<file path="src/rtl/fsnc_pkg.sv">
// Shared types and constants for the approximate single-precision square root core.
`default_nettype none
package fsnc_pkg;

   localparam logic [31:0] GUESS_MAGIC = 32'h1fbb67ae;
   localparam logic [31:0] LOW_NORMAL  = 32'h00800000;
   localparam logic [31:0] EXP_ALL_ONE = 32'h7f800000;

   // Operand of the divider as it moves through the digit-recurrence stages.
   typedef struct packed {
      logic        valid;
      logic        ok;
      logic [31:0] guess;
      logic [24:0] quo;
      logic [24:0] rem;
      logic [23:0] den;
      logic [7:0]  exp;
   } div_type;

endpackage
`default_nettype wire

</file>
<file path="src/rtl/fsnc_div_stage.sv">
// One registered stage of the restoring divider, STEPS quotient bits per stage.
`default_nettype none
module fsnc_div_stage #(
   parameter int STEPS = 6
) (
   input  wire                 clock,
   input  wire                 reset,
   input  wire                 enable,
   input  fsnc_pkg::div_type   stage_in,
   output fsnc_pkg::div_type   stage_out
);
   import fsnc_pkg::*;

   div_type stage_ff;
   div_type stage_in_w;

   always_comb begin
      logic [24:0] rem;
      logic [24:0] quo;
      logic        ge;
      stage_in_w = stage_in;
      rem = stage_in.rem;
      quo = stage_in.quo;
      for (int i = 0; i < STEPS; i++) begin
         ge = (rem >= {1'b0, stage_in.den});
         if (ge) begin
            rem = rem - {1'b0, stage_in.den};
         end
         quo = {quo[23:0], ge};
         rem = {rem[23:0], 1'b0};
      end
      stage_in_w.rem = rem;
      stage_in_w.quo = quo;
   end

   always_ff @(posedge clock) begin
      if (reset) begin
         stage_ff.valid <= 1'b0;
      end else if (enable) begin
         stage_ff.valid <= stage_in_w.valid;
      end
      if (enable) begin
         stage_ff.ok    <= stage_in_w.ok;
         stage_ff.guess <= stage_in_w.guess;
         stage_ff.quo   <= stage_in_w.quo;
         stage_ff.rem   <= stage_in_w.rem;
         stage_ff.den   <= stage_in_w.den;
         stage_ff.exp   <= stage_in_w.exp;
      end
   end

   assign stage_out = stage_ff;

endmodule
`default_nettype wire

</file>
<file path="src/rtl/fast_float_sqrt_newton_core.sv">
// Top level: bit-hack first guess, one Newton step, as an eight-stage pipeline.
//
//   channel   direction   beat contents
//   req_      in          tdata[31:0] value_bits
//   rsp_      out         tdata[31:0] root_bits, tuser[0] in_range
//
// One beat is taken every cycle while the output moves.
// Stages: guess and unpack, four divider stages (7, 6, 6, 6 quotient bits),
// quotient rounding, alignment and add, then add rounding with the halving.
// Reset clears only the valid bits. A stall on rsp_ freezes every stage at once.
`default_nettype none
module fast_float_sqrt_newton_core (
   input  wire         clock,
   input  wire         reset,
   input  wire         req_tvalid,
   output logic        req_tready,
   input  wire  [31:0] req_tdata,   // [31:0] value_bits
   output logic        rsp_tvalid,
   input  wire         rsp_tready,
   output logic [31:0] rsp_tdata,   // [31:0] root_bits
   output logic [0:0]  rsp_tuser    // [0] in_range
);
   import fsnc_pkg::*;

   logic adv;
   assign adv        = !rsp_tvalid || rsp_tready;
   assign req_tready = adv;

   // Stage 1: guess, mantissa compare and quotient exponent.
   div_type s1_in, s1_ff, s2, s3, s4, s5;

   always_comb begin
      logic [31:0] gb;
      logic [23:0] ma;
      logic        lt;
      logic [9:0]  e;
      gb = (req_tdata >> 1) + GUESS_MAGIC;
      ma = {1'b1, req_tdata[22:0]};
      s1_in.valid = req_tvalid;
      s1_in.ok    = (req_tdata >= LOW_NORMAL) && (req_tdata < EXP_ALL_ONE);
      s1_in.guess = gb;
      s1_in.den   = {1'b1, gb[22:0]};
      lt          = ma < s1_in.den;
      s1_in.rem   = lt ? {ma, 1'b0} : {1'b0, ma};
      s1_in.quo   = '0;
      e = {2'b0, req_tdata[30:23]} - {2'b0, gb[30:23]} + 10'd127 - {9'b0, lt};
      s1_in.exp   = e[7:0];
   end

   always_ff @(posedge clock) begin
      if (reset) begin
         s1_ff.valid <= 1'b0;
      end else if (adv) begin
         s1_ff.valid <= s1_in.valid;
      end
      if (adv) begin
         s1_ff.ok    <= s1_in.ok;
         s1_ff.guess <= s1_in.guess;
         s1_ff.quo   <= s1_in.quo;
         s1_ff.rem   <= s1_in.rem;
         s1_ff.den   <= s1_in.den;
         s1_ff.exp   <= s1_in.exp;
      end
   end

   fsnc_div_stage #(.STEPS(7)) u_div0 (.clock(clock), .reset(reset), .enable(adv),
      .stage_in(s1_ff), .stage_out(s2));
   fsnc_div_stage #(.STEPS(6)) u_div1 (.clock(clock), .reset(reset), .enable(adv),
      .stage_in(s2), .stage_out(s3));
   fsnc_div_stage #(.STEPS(6)) u_div2 (.clock(clock), .reset(reset), .enable(adv),
      .stage_in(s3), .stage_out(s4));
   fsnc_div_stage #(.STEPS(6)) u_div3 (.clock(clock), .reset(reset), .enable(adv),
      .stage_in(s4), .stage_out(s5));

   // Stage 6: round the quotient to nearest even.
   logic        s6_valid_ff, s6_ok_ff;
   logic [31:0] s6_guess_ff, s6_quo_ff;
   logic [31:0] s6_quo_in;

   always_comb begin
      logic        up;
      logic [24:0] m;
      logic [7:0]  e;
      up = s5.quo[0] && ((s5.rem != '0) || s5.quo[1]);
      m  = {1'b0, s5.quo[24:1]} + {24'b0, up};
      e  = s5.exp + {7'b0, m[24]};
      s6_quo_in = {1'b0, e, m[24] ? 23'b0 : m[22:0]};
   end

   always_ff @(posedge clock) begin
      if (reset) begin
         s6_valid_ff <= 1'b0;
      end else if (adv) begin
         s6_valid_ff <= s5.valid;
      end
      if (adv) begin
         s6_ok_ff    <= s5.ok;
         s6_guess_ff <= s5.guess;
         s6_quo_ff   <= s6_quo_in;
      end
   end

   // Stage 7: align the smaller addend and add exactly.
   logic        s7_valid_ff, s7_ok_ff;
   logic [48:0] s7_sum_ff, s7_sum_in;
   logic [7:0]  s7_exp_ff, s7_exp_in;

   always_comb begin
      logic [31:0] a, b;
      logic [7:0]  d;
      logic [47:0] bsh;
      if (s6_guess_ff[30:0] >= s6_quo_ff[30:0]) begin
         a = s6_guess_ff;
         b = s6_quo_ff;
      end else begin
         a = s6_quo_ff;
         b = s6_guess_ff;
      end
      d = a[30:23] - b[30:23];
      // Beyond 24 places the small addend is under half an ulp and drops out.
      if (d > 8'd24) begin
         bsh = '0;
      end else begin
         bsh = {1'b1, b[22:0], 24'b0} >> d;
      end
      s7_sum_in = {1'b0, 1'b1, a[22:0], 24'b0} + {1'b0, bsh};
      s7_exp_in = a[30:23];
   end

   always_ff @(posedge clock) begin
      if (reset) begin
         s7_valid_ff <= 1'b0;
      end else if (adv) begin
         s7_valid_ff <= s6_valid_ff;
      end
      if (adv) begin
         s7_ok_ff  <= s6_ok_ff;
         s7_sum_ff <= s7_sum_in;
         s7_exp_ff <= s7_exp_in;
      end
   end

   // Stage 8: normalize, round, and halve by taking one off the exponent.
   logic        rsp_valid_ff, rsp_ok_ff;
   logic [31:0] rsp_root_ff, rsp_root_in;

   always_comb begin
      logic [23:0] m;
      logic        g, st, up;
      logic [24:0] mr;
      logic [7:0]  e;
      if (s7_sum_ff[48]) begin
         m  = s7_sum_ff[48:25];
         g  = s7_sum_ff[24];
         st = |s7_sum_ff[23:0];
      end else begin
         m  = s7_sum_ff[47:24];
         g  = s7_sum_ff[23];
         st = |s7_sum_ff[22:0];
      end
      up = g && (st || m[0]);
      mr = {1'b0, m} + {24'b0, up};
      e  = s7_exp_ff + {7'b0, s7_sum_ff[48]} + {7'b0, mr[24]} - 8'd1;
      rsp_root_in = s7_ok_ff ? {1'b0, e, mr[24] ? 23'b0 : mr[22:0]} : 32'b0;
   end

   always_ff @(posedge clock) begin
      if (reset) begin
         rsp_valid_ff <= 1'b0;
      end else if (adv) begin
         rsp_valid_ff <= s7_valid_ff;
      end
      if (adv) begin
         rsp_ok_ff   <= s7_ok_ff;
         rsp_root_ff <= rsp_root_in;
      end
   end

   assign rsp_tvalid   = rsp_valid_ff;
   assign rsp_tdata    = rsp_root_ff;
   assign rsp_tuser[0] = rsp_ok_ff;

endmodule
`default_nettype wire

</file>
<file path="config.mk">
export PLATFORM = sky130hd
export DESIGN_NAME = fast_float_sqrt_newton_core
export DESIGN_NICKNAME = d
export VERILOG_FILES = /design/src/rtl/fsnc_pkg.sv /design/src/rtl/fsnc_div_stage.sv /design/src/rtl/fast_float_sqrt_newton_core.sv
export SDC_FILE = /design/constraint.sdc
export NUM_CORES = 2
export LEC_CHECK = 0
export ABC_AREA = 0
export BUFFER_PORTS_ARGS = -buffer_cell sky130_fd_sc_hd__buf_2
export CAP_MARGIN = 20
export CORE_UTILIZATION = 35
export CTS_BUF_LIST = sky130_fd_sc_hd__clkbuf_4 sky130_fd_sc_hd__clkbuf_8
export CTS_CLUSTER_DIAMETER = 80
export CTS_CLUSTER_SIZE = 24
export DETAILED_ROUTE_END_ITERATION = 8
export PLACE_DENSITY = 0.59
export SYNTH_ARGS = -nofsm -noshare
export SYNTH_HDL_FRONTEND = slang
export SYNTH_SLANG_ARGS = --single-unit
</file>
<file path="constraint.sdc">
create_clock -name clock -period 20.6 [get_ports clock]
set_input_delay 2.06 -clock clock [delete_from_list [all_inputs] [get_ports clock]]
set_output_delay 2.06 -clock clock [all_outputs]
set_load 0.005 [all_outputs]
</file>
==> flow_summary.json <==
{
  "vias": 50766,
  "fin_crit_ps": 19730,
  "synth_edf_count": 538,
  "clkTransAtPathRegs_ps": 130,
  "skew_ps": 54.66,
  "post_drt_via_cell_ratio": 5.516,
  "initialDrtViolationCount": 3311,
  "path_buf_inv": 12,
  "hold_class": "reg -> reg",
  "drc": 14,
  "maxSlewHeadroom": 0.3541,
  "path_class": "reg -> reg",
  "fmax_mhz": 50.68,
  "synth_fp_nets": 7214,
  "critPathTopFamily": "compound AO/OA/AOI/OAI gates",
  "wirelength_um": 178500,
  "start_util": 0.3533,
  "start_kind": "flip-flop",
  "critical_path.most_common_cell": "a21oi_1",
  "pin_count": 71,
  "avgRoutedWirePerCell_um": 19.40,
  "drive_above_1_share": 0.1611,
  "multi_input_area_um2": 40160,
  "hold_viol": 0,
  "outcome": "finished with violations",
  "slowest_stage": "o31ai_1",
  "worstMarginPinSlew_ps": 965.3,
  "tns_ps": 0,
  "grt.total_usage": 0.2037,
  "ys.flop_type": "edfxtp_1",
  "grt-ovfl-total": 0,
  "cp.depth": 90,
  "cts-htree-levels": 2,
  "async_flop_share": 0,
  "areaGrowthSynthToFinish_pct": 13.12,
  "nFillCells": 16663,
  "setup_violations": 0,
  "dieArea_um2": 168400,
  "syn-cell-area_um2": 58360,
  "dieWidth_um": 410.3,
  "final_nets": 7694,
  "cpPeakStageDelay_ps": 760,
  "arrival_ps": 20210,
  "clk_latency_ps": 720,
  "slew_viol_final": 0,
  "tritoncts": "done",
  "rows": 149,
  "gp_congestion": 0.9789,
  "root_buffer": "clkbuf_8",
  "hold_depth": 0,
  "worstPathRequired_ps": 21080,
  "clock_path_buffers": 3,
  "syn_avg_cell_area_um2": 8.965,
  "ys_types": 116,
  "synthCells": 6510,
  "hold_start": "u_div3.stage_out[108]",
  "finish.utilization": 0.3997,
  "drv_cap": 0,
  "detail-route-antenna-nets": 0,
  "ys_ff_latch": 546,
  "rr_startpoint": "s1_ff[83]",
  "period_share": 0.9579,
  "antenna_found_initial": 3,
  "grt_pass1_vias": 48369,
  "r2r_cells": 90,
  "drtPass1Iterations": 9,
  "dieHeight_um": 410.3,
  "io_buffers": 69,
  "crit_start": "s1_ff[83]",
  "end_kind": "flip-flop",
  "cts_sinks": 546,
  "dp_hpwl_um": 143400,
  "ff_latch_area_um2": 16320,
  "holdBufCountCts": 0,
  "rsz0062_at_grt": "true",
  "ys_seq_area_frac": 0.2796,
  "yosys_warnings": 0,
  "grt_pass1_wl_um": 272600,
  "grt_max_degree": 183,
  "critPathMaxFanout": 23,
  "core_um2": 165200,
  "cts_buffers": 36,
  "violations": "DRC"
}
synth_stat cells, types with 36 or more instances:
master	instances	area, um^2
edfxtp_1	538	16160
nor2_1	495	1858
a31oi_1	48	300.3
and3_1	66	412.9
mux2_4	43	645.6
or3_1	37	231.5
nor4_1	49	306.5
nand3_1	121	605.6
o21bai_1	95	713.2
nor3_1	142	710.7
nand2b_1	90	563.0
nor2b_1	84	525.5
mux2_2	254	2860
o21a_1	101	758.2
o211ai_1	43	322.8
ha_1	660	8258
a21oi_1	557	2788
and2_1	51	319.1
mux2i_1	149	1491
xor2_1	194	1699
o31ai_1	45	337.8
xnor2_1	386	3381
a21o_1	258	1937
a211oi_1	40	300.3
nand4_1	82	513.0
o21ai_0	373	1867
nand2_1	480	1802
a21boi_0	36	270.3
clkbuf_1	97	364.1
inv_1	382	1434
flip-flops by register name, summed over array words and instances, names as in the netlist:
| signal | count |
|---|---|
| s1_ff | 66 |
| s7_exp_ff | 8 |
| s6_quo_ff | 31 |
| rsp_tvalid | 1 |
| u_div3.stage_out | 90 |
| s6_ok_ff | 1 |
| u_div1.stage_out | 78 |
| s7_valid_ff | 1 |
| u_div2.stage_out | 84 |
| s7_sum_ff | 49 |
| rsp_tuser | 1 |
| s7_ok_ff | 1 |
| rsp_tdata | 31 |
| s6_valid_ff | 1 |
| s6_guess_ff | 31 |
| u_div0.stage_out | 72 |
layer usage:
metal  wire, um  global-route usage
met4       7797             0.08029
met5          0                   0
met3       7756             0.01820
met2      83990              0.3487
met1      78970              0.2631
cell type report:
type,instances,share of cell area
Inverter,399,0.02341
Multi-Input combinational cell,5412,0.6083
Tap cell,2189,0.04149
Clock inverter,20,0.004681
Clock buffer,41,0.008074
Antenna cell,2,0.00007581
Sequential cell,546,0.2472
Timing Repair Buffer,595,0.06677
worst paths after layout:
path	endpoint	slack (ps)
worst max register to register	u_div0.stage_out[49]	870
worst min-delay path	s6_guess_ff[26]	400
worst max-delay path	u_div0.stage_out[49]	870
worst min register to register	s6_guess_ff[26]	400
stage by stage:
step,instances,cell area (um^2),setup WS (ps),hold slack [ps]
floorplan,6510,58370,79.82,400.3
global placement,9112,64570,359.8,400.9
detailed placement,9112,64570,280.6,404.5
CTS,9173,65410,166.6,397.7
global route,9203,66010,-226.2,399.7
finish,9204,66010,867.1,396.2
cells in the final DEF, fill, tap and decap left out, types with 94 or more instances in the layout:
cell type	instances
ha_1	651
a21oi_1	542
edfxtp_1	538
buf_4	515
nor2_1	494
nand2_1	479
xnor2_1	384
inv_1	373
o21ai_0	354
a21o_1	258
mux2_2	254
xor2_1	194
mux2i_1	146
nor3_1	141
nand3_1	120
o21a_1	99
o21bai_1	94
worst reg2reg max path: cells and delay by family, from the launching register on:
kind | cells | cell delay [ps]
compound gates | 53 | 10840
fa+ha+maj | 7 | 2350
mux | 5 | 1530
flops | 1 | 460
simple gates | 13 | 2260
buf+inv | 12 | 2030
cells by family (layout without fill, tap and decap cells):
kind of cell,after synthesis,in the layout,synth area share
other,1,3,0.00006426
adder cells (fa/ha/maj),668,668,0.1442
multiplexers,475,475,0.09223
buffers and inverters,552,1055,0.03833
AND/OR/NAND/NOR,1813,1813,0.1504
flip-flops,546,546,0.2796
AO/OA/AOI/OAI,1875,1875,0.2081
XOR/XNOR,580,580,0.08704
repair_timing:
action | 4_1_cts | 5_1_grt
endpoints found under the setup margin | 0 | 99
resized for setup | 0 | 106
buffers inserted | 0 | 27
Power is left out: the tool's default activity adds up to more than one toggle a clock period on the data nets, which glitch-free logic cannot reach.
